===== src/pmtb_pkg.sv =====
// ----------------------------------------------------------------------------
// pmtb_pkg: shared types, constants and box arithmetic for the trim-bounds block
// Holds the pixel request record, register codes and the per-axis crop helpers.
// ----------------------------------------------------------------------------
package pmtb_pkg;

  localparam int MAX_DIM = 4096;
  localparam int POS_W   = $clog2(MAX_DIM);
  localparam int DIM_W   = 13;
  localparam int ADDR_W  = 4;
  localparam int DATA_W  = 32;
  localparam int RGB_W   = 24;

  // Two-entry decoupling queue between front and back
  localparam int QDEPTH  = 2;
  localparam int QPTR_W  = $clog2(QDEPTH);
  localparam int QCNT_W  = $clog2(QDEPTH + 1);

  // Reciprocal constants: exact for the value ranges used below
  localparam int          MUL_W        = 32;
  localparam logic [31:0] DIV3_MUL     = 32'd21846;
  localparam int          DIV3_SHIFT   = 16;
  localparam logic [31:0] DIV100_MUL   = 32'd5243;
  localparam int          DIV100_SHIFT = 19;

  typedef logic [POS_W-1:0] pos_t;
  typedef logic [DIM_W-1:0] dim_t;

  typedef enum logic [1:0] {
    REG_FRAME_WIDTH  = 2'd0,
    REG_FRAME_HEIGHT = 2'd1,
    REG_PAPER_RGB    = 2'd2
  } reg_idx_e;

  typedef struct packed {
    logic content;
    logic eof;
    pos_t col;
    pos_t row;
  } pix_rec_t;

  typedef struct packed {
    dim_t w;
    dim_t h;
  } dims_t;

  typedef struct packed {
    dim_t lo_cap;
    dim_t hi_floor;
    dim_t grow;
  } axis_lim_t;

  typedef struct packed {
    logic seen;
    pos_t first_col;
    pos_t last_col;
    pos_t first_row;
    pos_t last_row;
  } bounds_t;

  typedef struct packed {
    dim_t low;
    dim_t span;
  } axis_box_t;

  localparam bounds_t BOUNDS_RST = '{
    seen:      1'b0,
    first_col: '1,
    last_col:  '0,
    first_row: '1,
    last_row:  '0
  };

  // Zero acts as one, anything above the maximum acts as the maximum
  function automatic dim_t eff_dim(input dim_t v);
    dim_t r;
    r = v;
    if (v == '0) begin
      r = DIM_W'(1);
    end else if (v > DIM_W'(MAX_DIM)) begin
      r = DIM_W'(MAX_DIM);
    end
    return r;
  endfunction

  // size/3, 2*size/3 and size/100 by reciprocal multiplication
  function automatic axis_lim_t axis_limits(input dim_t size);
    logic [MUL_W-1:0] p_lo;
    logic [MUL_W-1:0] p_hi;
    logic [MUL_W-1:0] p_gr;
    axis_lim_t        lim;
    p_lo = MUL_W'(size) * DIV3_MUL;
    p_hi = MUL_W'({size, 1'b0}) * DIV3_MUL;
    p_gr = MUL_W'(size) * DIV100_MUL;
    lim.lo_cap   = DIM_W'(p_lo >> DIV3_SHIFT);
    lim.hi_floor = DIM_W'(p_hi >> DIV3_SHIFT);
    lim.grow     = DIM_W'(p_gr >> DIV100_SHIFT);
    return lim;
  endfunction

  function automatic axis_box_t axis_bounds(input dim_t size, input axis_lim_t lim,
                                            input logic seen, input pos_t first,
                                            input pos_t last);
    dim_t           low;
    dim_t           high;
    logic [DIM_W:0] high_g;
    axis_box_t      box;
    low  = seen ? DIM_W'(first) : size;
    if (low > lim.lo_cap) begin
      low = lim.lo_cap;
    end
    high = seen ? DIM_W'(last) : lim.hi_floor;
    if (high < lim.hi_floor) begin
      high = lim.hi_floor;
    end
    low    = (low > lim.grow) ? (low - lim.grow) : '0;
    high_g = {1'b0, high} + {1'b0, lim.grow};
    if (high_g > {1'b0, size}) begin
      high_g = {1'b0, size};
    end
    box.low  = low;
    box.span = high_g[DIM_W-1:0] - low;
    return box;
  endfunction

endpackage


===== src/pmtb_front.sv =====
// ----------------------------------------------------------------------------
// pmtb_front: pixel intake and classification
// Accepts pixels, tags content and raster position, flags the frame end.
// ----------------------------------------------------------------------------
module pmtb_front (
  input  logic                         clk_i,
  input  logic                         rst_ni,
  input  logic                         restart_i,
  input  pmtb_pkg::dims_t              dims_i,
  input  logic [pmtb_pkg::RGB_W-1:0]   paper_rgb_i,
  input  logic                         in_valid_i,
  input  logic [pmtb_pkg::DATA_W-1:0]  pixel_argb_i,
  input  logic                         q_full_i,
  output logic                         in_stall_o,
  output logic                         push_o,
  output pmtb_pkg::pix_rec_t           rec_o
);
  import pmtb_pkg::*;

  pos_t col_q, col_d;
  pos_t row_q, row_d;
  logic col_last;
  logic row_last;

  assign in_stall_o = q_full_i;
  assign push_o     = in_valid_i && !q_full_i;

  assign col_last = !((DIM_W'(col_q) + DIM_W'(1)) < dims_i.w);
  assign row_last = !((DIM_W'(row_q) + DIM_W'(1)) < dims_i.h);

  always_comb begin
    rec_o.content = (pixel_argb_i[31:24] != 8'h00) &&
                    (pixel_argb_i[RGB_W-1:0] != paper_rgb_i);
    rec_o.eof     = col_last && row_last;
    rec_o.col     = col_q;
    rec_o.row     = row_q;
  end

  always_comb begin
    col_d = col_q;
    row_d = row_q;
    if (restart_i) begin
      col_d = '0;
      row_d = '0;
    end else if (push_o) begin
      if (col_last) begin
        col_d = '0;
        row_d = row_last ? '0 : row_q + POS_W'(1);
      end else begin
        col_d = col_q + POS_W'(1);
      end
    end
  end

  always_ff @(posedge clk_i or negedge rst_ni) begin
    if (!rst_ni) begin
      col_q <= '0;
      row_q <= '0;
    end else begin
      col_q <= col_d;
      row_q <= row_d;
    end
  end

endmodule


===== src/pmtb_queue.sv =====
// ----------------------------------------------------------------------------
// pmtb_queue: short request queue between front and back
// Lets the intake and the tracker stall independently of each other.
// ----------------------------------------------------------------------------
module pmtb_queue (
  input  logic               clk_i,
  input  logic               rst_ni,
  input  logic               flush_i,
  input  logic               push_i,
  input  pmtb_pkg::pix_rec_t push_rec_i,
  input  logic               pop_i,
  output pmtb_pkg::pix_rec_t head_o,
  output logic               vld_o,
  output logic               full_o
);
  import pmtb_pkg::*;

  pix_rec_t            mem_q [QDEPTH];
  logic [QPTR_W-1:0]   wr_ptr_q, wr_ptr_d;
  logic [QPTR_W-1:0]   rd_ptr_q, rd_ptr_d;
  logic [QCNT_W-1:0]   cnt_q, cnt_d;

  assign vld_o  = (cnt_q != '0);
  assign full_o = (cnt_q == QCNT_W'(QDEPTH));
  assign head_o = mem_q[rd_ptr_q];

  always_comb begin
    wr_ptr_d = wr_ptr_q;
    rd_ptr_d = rd_ptr_q;
    cnt_d    = cnt_q;
    if (flush_i) begin
      wr_ptr_d = '0;
      rd_ptr_d = '0;
      cnt_d    = '0;
    end else begin
      if (push_i) begin
        wr_ptr_d = wr_ptr_q + QPTR_W'(1);
      end
      if (pop_i) begin
        rd_ptr_d = rd_ptr_q + QPTR_W'(1);
      end
      case ({push_i, pop_i})
        2'b10:   cnt_d = cnt_q + QCNT_W'(1);
        2'b01:   cnt_d = cnt_q - QCNT_W'(1);
        default: cnt_d = cnt_q;
      endcase
    end
  end

  always_ff @(posedge clk_i) begin
    if (push_i) begin
      mem_q[wr_ptr_q] <= push_rec_i;
    end
  end

  always_ff @(posedge clk_i or negedge rst_ni) begin
    if (!rst_ni) begin
      wr_ptr_q <= '0;
      rd_ptr_q <= '0;
      cnt_q    <= '0;
    end else begin
      wr_ptr_q <= wr_ptr_d;
      rd_ptr_q <= rd_ptr_d;
      cnt_q    <= cnt_d;
    end
  end

endmodule


===== src/pmtb_back.sv =====
// ----------------------------------------------------------------------------
// pmtb_back: content tracker and crop box generator
// Folds classified pixels into the bounds, then builds and holds the box.
// ----------------------------------------------------------------------------
module pmtb_back (
  input  logic                        clk_i,
  input  logic                        rst_ni,
  input  logic                        restart_i,
  input  pmtb_pkg::dims_t             dims_i,
  input  pmtb_pkg::pix_rec_t          head_i,
  input  logic                        vld_i,
  output logic                        pop_o,
  input  logic                        out_stall_i,
  output logic                        out_valid_o,
  output logic [pmtb_pkg::DIM_W-1:0]  crop_left_o,
  output logic [pmtb_pkg::DIM_W-1:0]  crop_top_o,
  output logic [pmtb_pkg::DIM_W-1:0]  crop_width_o,
  output logic [pmtb_pkg::DIM_W-1:0]  crop_height_o
);
  import pmtb_pkg::*;

  axis_lim_t lim_w_q;
  axis_lim_t lim_h_q;
  bounds_t   bnd_q, bnd_d, bnd_nxt;
  bounds_t   box_q;
  logic      box_vld_q, box_vld_d;
  logic      out_vld_q, out_vld_d;
  logic      out_free;
  logic      box_free;
  logic      box_load;
  axis_box_t box_x;
  axis_box_t box_y;

  // Limits follow the frame size; refresh every cycle
  always_ff @(posedge clk_i) begin
    lim_w_q <= axis_limits(dims_i.w);
    lim_h_q <= axis_limits(dims_i.h);
  end

  assign out_free = !out_vld_q || !out_stall_i;
  assign box_free = !box_vld_q || out_free;
  // Hold a frame end until the box stage has room
  assign pop_o    = vld_i && (!head_i.eof || box_free);
  assign box_load = pop_o && head_i.eof;

  always_comb begin
    bnd_nxt = bnd_q;
    if (head_i.content) begin
      if (head_i.col < bnd_q.first_col) begin
        bnd_nxt.first_col = head_i.col;
      end
      if (head_i.col > bnd_q.last_col) begin
        bnd_nxt.last_col = head_i.col;
      end
      if (!bnd_q.seen) begin
        bnd_nxt.first_row = head_i.row;
      end
      bnd_nxt.last_row = head_i.row;
      bnd_nxt.seen     = 1'b1;
    end
  end

  always_comb begin
    bnd_d = bnd_q;
    if (restart_i) begin
      bnd_d = BOUNDS_RST;
    end else if (pop_o) begin
      bnd_d = head_i.eof ? BOUNDS_RST : bnd_nxt;
    end
  end

  always_comb begin
    box_vld_d = box_vld_q;
    out_vld_d = out_vld_q;
    if (out_free) begin
      out_vld_d = box_vld_q;
    end
    if (box_load) begin
      box_vld_d = 1'b1;
    end else if (out_free) begin
      box_vld_d = 1'b0;
    end
  end

  assign box_x = axis_bounds(dims_i.w, lim_w_q, box_q.seen, box_q.first_col, box_q.last_col);
  assign box_y = axis_bounds(dims_i.h, lim_h_q, box_q.seen, box_q.first_row, box_q.last_row);

  always_ff @(posedge clk_i) begin
    if (box_load) begin
      box_q <= bnd_nxt;
    end
    if (out_free && box_vld_q) begin
      crop_left_o   <= box_x.low;
      crop_width_o  <= box_x.span;
      crop_top_o    <= box_y.low;
      crop_height_o <= box_y.span;
    end
  end

  always_ff @(posedge clk_i or negedge rst_ni) begin
    if (!rst_ni) begin
      bnd_q     <= BOUNDS_RST;
      box_vld_q <= 1'b0;
      out_vld_q <= 1'b0;
    end else begin
      bnd_q     <= bnd_d;
      box_vld_q <= box_vld_d;
      out_vld_q <= out_vld_d;
    end
  end

  assign out_valid_o = out_vld_q;

endmodule


===== src/page_margin_trim_bounds_top.sv =====
// ----------------------------------------------------------------------------
// page_margin_trim_bounds_top: crop box finder for ARGB page frames
// One pixel is taken every cycle unless stalled; the box for a frame passes
// the queue, the box register and the output register after its last pixel
// is accepted, and stays until taken. The input stalls only when the
// two-entry queue fills behind a stalled output. Any write to a listed
// register restarts the frame; size/3, 2*size/3 and size/100 are registered.
// ----------------------------------------------------------------------------
module page_margin_trim_bounds_top (
  input  logic                                clk_i,
  input  logic                                rst_ni,
  input  logic                                psel,
  input  logic                                penable,
  input  logic                                pwrite,
  input  logic [pmtb_pkg::ADDR_W-1:0]         paddr,
  input  logic [pmtb_pkg::DATA_W-1:0]         pwdata,
  output logic [pmtb_pkg::DATA_W-1:0]         prdata,
  output logic                                pready,
  input  logic                                in_valid_i,
  output logic                                in_stall_o,
  input  logic [pmtb_pkg::DATA_W-1:0]         pixel_argb_i,
  output logic                                out_valid_o,
  input  logic                                out_stall_i,
  output logic [pmtb_pkg::DIM_W-1:0]          crop_left_o,
  output logic [pmtb_pkg::DIM_W-1:0]          crop_top_o,
  output logic [pmtb_pkg::DIM_W-1:0]          crop_width_o,
  output logic [pmtb_pkg::DIM_W-1:0]          crop_height_o
);
  import pmtb_pkg::*;

  dim_t             frame_width_q;
  dim_t             frame_height_q;
  logic [RGB_W-1:0] paper_rgb_q;
  reg_idx_e         reg_idx;
  logic             cfg_wr;
  logic             cfg_restart;
  dims_t            dims;
  logic             push;
  pix_rec_t         push_rec;
  pix_rec_t         head;
  logic             q_vld;
  logic             q_full;
  logic             pop;

  assign pready  = 1'b1;
  assign reg_idx = reg_idx_e'(paddr[3:2]);
  assign cfg_wr  = psel && penable && pwrite && pready;

  always_comb begin
    cfg_restart = 1'b0;
    prdata      = '0;
    unique case (reg_idx)
      REG_FRAME_WIDTH: begin
        cfg_restart = cfg_wr;
        prdata      = DATA_W'(frame_width_q);
      end
      REG_FRAME_HEIGHT: begin
        cfg_restart = cfg_wr;
        prdata      = DATA_W'(frame_height_q);
      end
      REG_PAPER_RGB: begin
        cfg_restart = cfg_wr;
        prdata      = DATA_W'(paper_rgb_q);
      end
      default: begin
        cfg_restart = 1'b0;
        prdata      = '0;
      end
    endcase
  end

  always_ff @(posedge clk_i or negedge rst_ni) begin
    if (!rst_ni) begin
      frame_width_q  <= DIM_W'(MAX_DIM);
      frame_height_q <= DIM_W'(MAX_DIM);
      paper_rgb_q    <= '1;
    end else if (cfg_wr) begin
      unique case (reg_idx)
        REG_FRAME_WIDTH:  frame_width_q  <= pwdata[DIM_W-1:0];
        REG_FRAME_HEIGHT: frame_height_q <= pwdata[DIM_W-1:0];
        REG_PAPER_RGB:    paper_rgb_q    <= pwdata[RGB_W-1:0];
        default:          paper_rgb_q    <= paper_rgb_q;
      endcase
    end
  end

  assign dims.w = eff_dim(frame_width_q);
  assign dims.h = eff_dim(frame_height_q);

  pmtb_front u_front (
    .clk_i        (clk_i),
    .rst_ni       (rst_ni),
    .restart_i    (cfg_restart),
    .dims_i       (dims),
    .paper_rgb_i  (paper_rgb_q),
    .in_valid_i   (in_valid_i),
    .pixel_argb_i (pixel_argb_i),
    .q_full_i     (q_full),
    .in_stall_o   (in_stall_o),
    .push_o       (push),
    .rec_o        (push_rec)
  );

  pmtb_queue u_queue (
    .clk_i      (clk_i),
    .rst_ni     (rst_ni),
    .flush_i    (cfg_restart),
    .push_i     (push),
    .push_rec_i (push_rec),
    .pop_i      (pop),
    .head_o     (head),
    .vld_o      (q_vld),
    .full_o     (q_full)
  );

  pmtb_back u_back (
    .clk_i         (clk_i),
    .rst_ni        (rst_ni),
    .restart_i     (cfg_restart),
    .dims_i        (dims),
    .head_i        (head),
    .vld_i         (q_vld),
    .pop_o         (pop),
    .out_stall_i   (out_stall_i),
    .out_valid_o   (out_valid_o),
    .crop_left_o   (crop_left_o),
    .crop_top_o    (crop_top_o),
    .crop_width_o  (crop_width_o),
    .crop_height_o (crop_height_o)
  );

  // The box never reaches past the frame on either axis
  a_box_in_frame: assert property (@(posedge clk_i) disable iff (!rst_ni)
    out_valid_o |-> (({1'b0, crop_left_o} + {1'b0, crop_width_o}) <= {1'b0, dims.w}) &&
                    (({1'b0, crop_top_o} + {1'b0, crop_height_o}) <= {1'b0, dims.h}))
    else $error("crop box exceeds frame");

  // A write to a listed register leaves the queue empty
  a_restart_flush: assert property (@(posedge clk_i) disable iff (!rst_ni)
    cfg_restart |=> !q_vld)
    else $error("queue not flushed on restart");

  // The request after a frame end starts the next frame at the origin
  a_eof_wrap: assert property (@(posedge clk_i) disable iff (!rst_ni)
    (push && push_rec.eof && !cfg_restart) |=>
      (!push || ((push_rec.col == '0) && (push_rec.row == '0))))
    else $error("position not wrapped after frame end");

endmodule

===== config.mk =====
export PLATFORM = sky130hd
export DESIGN_NAME = page_margin_trim_bounds_top
export DESIGN_NICKNAME = d
export VERILOG_FILES = /design/src/pmtb_pkg.sv /design/src/pmtb_front.sv /design/src/pmtb_queue.sv /design/src/pmtb_back.sv /design/src/page_margin_trim_bounds_top.sv
export SDC_FILE = /design/constraint.sdc
export NUM_CORES = 1
export LEC_CHECK = 0
export BUFFER_PORTS_ARGS = -buffer_cell sky130_fd_sc_hd__buf_2
export CAP_MARGIN = 20
export CORE_MARGIN = 3
export CORE_UTILIZATION = 40
export DETAILED_ROUTE_END_ITERATION = 8
export MAX_ROUTING_LAYER = met4
export SLEW_MARGIN = 20
export SYNTH_ARGS = -nofsm -noshare
export SYNTH_HDL_FRONTEND = slang
export SYNTH_SLANG_ARGS = --single-unit

===== constraint.sdc =====
create_clock -name clk_i -period 8.3 [get_ports clk_i]
set_input_delay 1.66 -clock clk_i [delete_from_list [all_inputs] [get_ports clk_i]]
set_output_delay 1.66 -clock clk_i [all_outputs]
set_load 0.1 [all_outputs]

[Word-level counts from Yosys, hierarchy flattened]
Memory sizes are Yosys's and may differ from the RTL's.
Cells that the tools add are included.
Word-level totals
  output and inout port bits: 87
  memories kept: 1
  input bits: 75
  register bits after elaboration: 294
  bits in writable memories: 52
  word-level logic and storage cells: 146
Cells by class
  $lt $le $gt $ge: 14
  add/sub/neg operators: 14
  $mul: 6
  equal/unequal tests: 7
  mux-type cells: 42
  reduce and logical (&&, ||, !) cells: 32
Memory list
  u_queue.mem_q: depth 2, bits a word 26, rd ports 1, clocked after memory_dff 0, wr ports 1, line pmtb_queue.sv:18  | pix_rec_t mem_q [QDEPTH];
Operator list (number)
  2-to-1 mux 13 bit: 16
  2-to-1 mux 49 bit: 4
  2-to-1 mux 12 bit: 10
  multiplier 13 x 14 -> 27 bit (second input constant): 4
  case mux 24 bit (3 select lines): 1
  < comparator 13 bit: 4
  multiplier 13 x 13 -> 26 bit (second input constant): 2
  adder 13 x 7 -> 14 bit: 2
  greater-than comparator 14 x 13 -> 1 bit: 2
  adder 12 x 1 -> 13 bit (second input constant): 2
  greater-than comparator 13 x 12 -> 1 bit: 2
  greater-than comparator 13 bit (second input constant): 2
  greater-than comparator 13 x 7 -> 1 bit: 2
  logical NOT 13 bit: 2
  subtractor 13 bit: 2
  subtractor 13 x 7 -> 13 bit: 2
  adder 12 x 1 -> 12 bit (second input constant): 2
  inequality test 24 bit: 1
  greater-than comparator 12 bit: 1
  < comparator 12 bit: 1
  2-to-1 mux 1 bit: 9
  logical AND 1 bit: 8
  AND reduction 2 bit: 4
  nonzero test 2 bit: 4
  14 further kinds: 26

[Longest topological paths before layout]
  depth in word-level cells: 9
  mapped depth: 49

[By module]
A second synthesis with hierarchy kept.
Unflattened totals
  cells, all modules: 3003
  area, all modules: 30973.5 um^2
By module, submodules not included
  pmtb_back: area an instance 23770.3 um^2, times used 1, cells an instance 2400, sequential area each 5139.9 um^2
  page_margin_trim_bounds_top: area an instance 2617.5 um^2, times used 1, cells an instance 215, sequential area each 1283.7 um^2
  pmtb_front: area an instance 2416.1 um^2, times used 1, cells an instance 287, sequential area each 600.6 um^2
  pmtb_queue: area an instance 2169.6 um^2, times used 1, cells an instance 101, sequential area each 1661.6 um^2

[Least setup slack after synthesis]
Ideal clock, no wire load.
  path type: register to register
  start point: register u_back.box_q[48] in the netlist's numbering
  end point: register u_back.crop_width_o[12] in the netlist's numbering, data pin
  data arrival time: 8.956 ns
  data required time: 8.041 ns
  path slack: -0.915 ns
  buffers on the path: 11
  stages on the path, launching flop included: 48
  period minus slack after synthesis: 9.215 ns
  path through: edfxtp_1 > buf_4 > buf_2 > buf_4 > buf_2 > buf_2 > buf_2 > clkbuf_1 > nand2_1 > o21ai_0 > ha_1 > nand4_1 > nor3_1 > nand2_1 > a31oi_1 > clkbuf_1 > clkbuf_1 > o21ai_0 > (+12 left out) > a31oi_1 > a21oi_1 > a21o_1 > buf_2 > buf_6 > a21oi_1 > ha_1 > inv_1 > fa_1 > a21o_1 > a21oi_1 > o21ai_1 > a21o_1 > a21oi_1 > o21ai_0 > o41ai_1 > xnor2_1 > xnor2_1
RTL lines
  from (decl): line pmtb_back.sv:25  | bounds_t box_q;
  from (signal assigned): line pmtb_back.sv:90  | box_q <= bnd_nxt;
  to (signal assigned): line pmtb_back.sv:94  | crop_width_o <= box_x.span;
  to (decl): line pmtb_back.sv:17  | output logic [pmtb_pkg::DIM_W-1:0] crop_width_o,

==> impl_metrics.json <==
{
  "status": "finished, final reports clean",
  "drc": 0,
  "rows": 100,
  "num_vias": 21900,
  "tns_ps": 0,
  "clock-root-buffer": "clkbuf_16",
  "critPathSlowestCell": "edfxtp_1",
  "layout-drive-gt1-share_pct": 17.4,
  "synth_edf_count": 153,
  "max_stage_delay_ps": 470,
  "max-cap-violations": 0,
  "hold_end": "u_back.out_valid_o",
  "num_antenna_cells": 0,
  "ys.flop_type": "edfxtp_1",
  "grt_pass1_vias": 21600,
  "syn_area_per_cell_um2": 10.2,
  "wl_per_cell_um": 18.2,
  "final_common_cell": "ha_1",
  "whs_path_depth": 1,
  "drv_slew": 0,
  "dpl_cell_area_um2": 32800,
  "synth_top_area_share_pct": 20.2,
  "path_clk_slew_ps": 60,
  "grt_antenna_before_repair": 0,
  "crit_top_cell": "buf_4",
  "cts_sinks": 322,
  "syn_inst": 2995,
  "tightest_slew_ps": 1060,
  "critical_path.top_delay_family": "compound AO/OA/AOI/OAI gates",
  "clock_latency_ps": 570,
  "synth_area_leader_cell": "ha_1",
  "die-area_um2": 79400,
  "fillers": 6991,
  "clock_path_buffers": 3,
  "cts_tree": "yes",
  "setup_ws_ps": 317,
  "drt_first_pass_iters": 5,
  "hold_start": "u_back.box_vld_q",
  "ios": 162,
  "post-route-min-period_ps": 7980,
  "core_area_um2": 74900,
  "holdWs_ps": 481,
  "synthesis.area_um2": 30400,
  "async_flop_share_pct": 40.1,
  "skew_ps": 36.1,
  "die_h_um": 282,
  "slew_headroom_pct": 29.1,
  "htreeDepth": 2,
  "grtUsageTotal_pct": 19.8,
  "nNetsFinal": 3982,
  "hold_viol": 0,
  "pre_cts_ws_ps": 204,
  "gr-total-overflow": 0,
  "final_cell_mix": "481 x ha_1, 460 x inv_1, 203 x fa_1, 168 x nor2_1, 161 x nand2_1",
  "worstSetupPathType": "reg2reg",
  "initialDrtViolationCount": 1197,
  "grt_pass1_wl_mm": 120,
  "synth-seq-cells": 322,
  "syn_to_final_growth_pct": 13.9,
  "wl_mm": 76.7,
  "startpoint_type": "flip-flop",
  "final-setup-viol-count": 0,
  "io_buffers": 142,
  "cp_max_fo": 5,
  "ys.warnings.count": 0,
  "netlist_top_cells_area": "ha_1 20%, edfxtp_1 15%, fa_1 14%, dfrtp_1 6.5%, inv_1 5.7%",
  "dp_hpwl_mm": 60.8,
  "max_freq_mhz": 125,
  "start_util_pct": 40.6,
  "r2r-start": "u_back.box_q[48]",
  "antenna_left": 0,
  "required_ps": 8610,
  "ys_seq_area_share_pct": 28.5,
  "crit_arrival_ps": 8300,
  "ys_types": 82,
  "place.gp.congestion": 0.898,
  "viasPerCell": 5.20,
  "reg2reg_slack_ps": 320,
  "cts_made_buffers": 38,
  "grt_max_degree": 74,
  "hold_path_class": "reg2reg",
  "crit_buf_inv": 7,
  "die_x_um": 282,
  "r2r_cells": 42,
  "finish.instance_area_um2": 34700,
  "end_kind": "flip-flop",
  "period_share_pct": 96.2,
  "r2r-end": "u_back.crop_height_o[12]"
}
## worst register-to-register path: cells and delay by family, from the launching register on
| kind | cells | cell delay, ps |
|---|---|---|
| compound gates | 17 | 2780 |
| xor+xnor | 2 | 190 |
| fa+ha+maj | 6 | 1640 |
| buf+inv | 7 | 1010 |
| flops | 1 | 470 |
| mux | 3 | 870 |
| simple gates | 7 | 770 |
## per-layer routing
metal / vias up / global-route usage (%) / routed length, um
met2: 440 / 29.4 / 33000
met4: 0 / 3.48 / 1080
met5: - / - / 0
met3: 60 / 3.68 / 4550
li1: 10700 / - / -
met1: 10600 / 28.5 / 38000
## worst max-delay path by stage
stage	startpoint	cells past startpoint	end	slack (ps)
3_3_place_gp	u_back.box_q[48]	41	u_back.crop_height_o[11]	240
4_1_cts	u_back.box_q[48]	38	u_back.crop_height_o[11]	150
6_report	u_back.box_q[48]	42	u_back.crop_height_o[12]	320
5_1_grt	u_back.box_q[48]	43	u_back.crop_height_o[12]	-90
3_5_place_dp	u_back.box_q[48]	38	u_back.crop_height_o[11]	200
2_1_floorplan	u_back.box_q[48]	48	u_back.crop_width_o[12]	-2
## flip-flops by register name, summed over array words and instances, names as in the netlist
name,count
u_back.crop_width_o,13
u_queue.rd_ptr_q,1
u_back.crop_height_o,13
u_back.lim_w_q,20
u_queue.cnt_q,2
u_back.bnd_q,49
frame_height_q,13
u_back.out_valid_o,1
u_front.col_q,12
u_back.box_vld_q,1
u_queue.mem_q,52
u_back.crop_top_o,13
paper_rgb_q,24
frame_width_q,13
u_queue.wr_ptr_q,1
u_back.crop_left_o,13
u_front.row_q,12
u_back.box_q,49
u_back.lim_h_q,20
## metrics by stage
stage / utilization (%) / instances
after floorplan: - / 3006
after global placement: 43.7 / 4113
after detailed placement: 43.7 / 4113
after CTS: 45.4 / 4183
after global routing: 46.2 / 4209
final: 46.2 / 4209
## Yosys cell counts, types with 9 or more instances
cell type,instances
a211oi_1,11
a21o_1,46
a21oi_1,123
a221oi_1,12
a22o_1,32
a31oi_1,18
and2_1,22
and3_1,26
and4b_1,11
buf_2,17
buf_4,11
clkbuf_1,43
dfrtp_1,79
dfstp_2,50
dfxtp_1,40
edfxtp_1,153
fa_1,206
ha_1,491
inv_1,462
mux2_1,10
mux2_2,103
mux2i_1,48
nand2_1,169
nand2b_1,29
nand3_1,42
nand4_1,30
nor2_1,174
nor2b_1,39
nor3_1,37
nor4_1,13
o21a_1,25
o21ai_0,124
o21ai_1,11
o22a_1,13
o31ai_1,9
or2_2,9
xnor2_1,82
xor2_1,57
## timing repair
action	in CTS	in global routing
setup buffers	0	20
gates resized for setup	0	87
endpoints found under the setup margin	0	10
hold buffers	0	0
## logic make-up (layout without fill, tap and decap cells)
family / after synthesis / in the layout / share of synthesized area, %
compound gates: 503 / 503 / 10.9
buf+inv: 542 / 776 / 6.94
flops: 322 / 322 / 28.5
other cells: 2 / 13 / 0.0247
simple gates: 629 / 629 / 10.1
fa+ha+maj: 697 / 697 / 33.7
xor+xnor: 139 / 139 / 4.00
mux: 161 / 161 / 5.76
## final cells by class
| class | count | area, um2 | area share [%] |
|---|---|---|---|
| Timing Repair Buffer | 243 | 1610 | 4.65 |
| Multi-Input combinational cell | 2142 | 20200 | 58.2 |
| Clock buffer | 50 | 1070 | 3.09 |
| Tap cell | 969 | 1210 | 3.50 |
| Clock inverter | 20 | 184 | 0.531 |
| Inverter | 463 | 1740 | 5.01 |
| Sequential cell | 322 | 8690 | 25.1 |
Power is left out: the tool's default activity adds up to more than one toggle a clock period on the data nets, which glitch-free logic cannot reach.
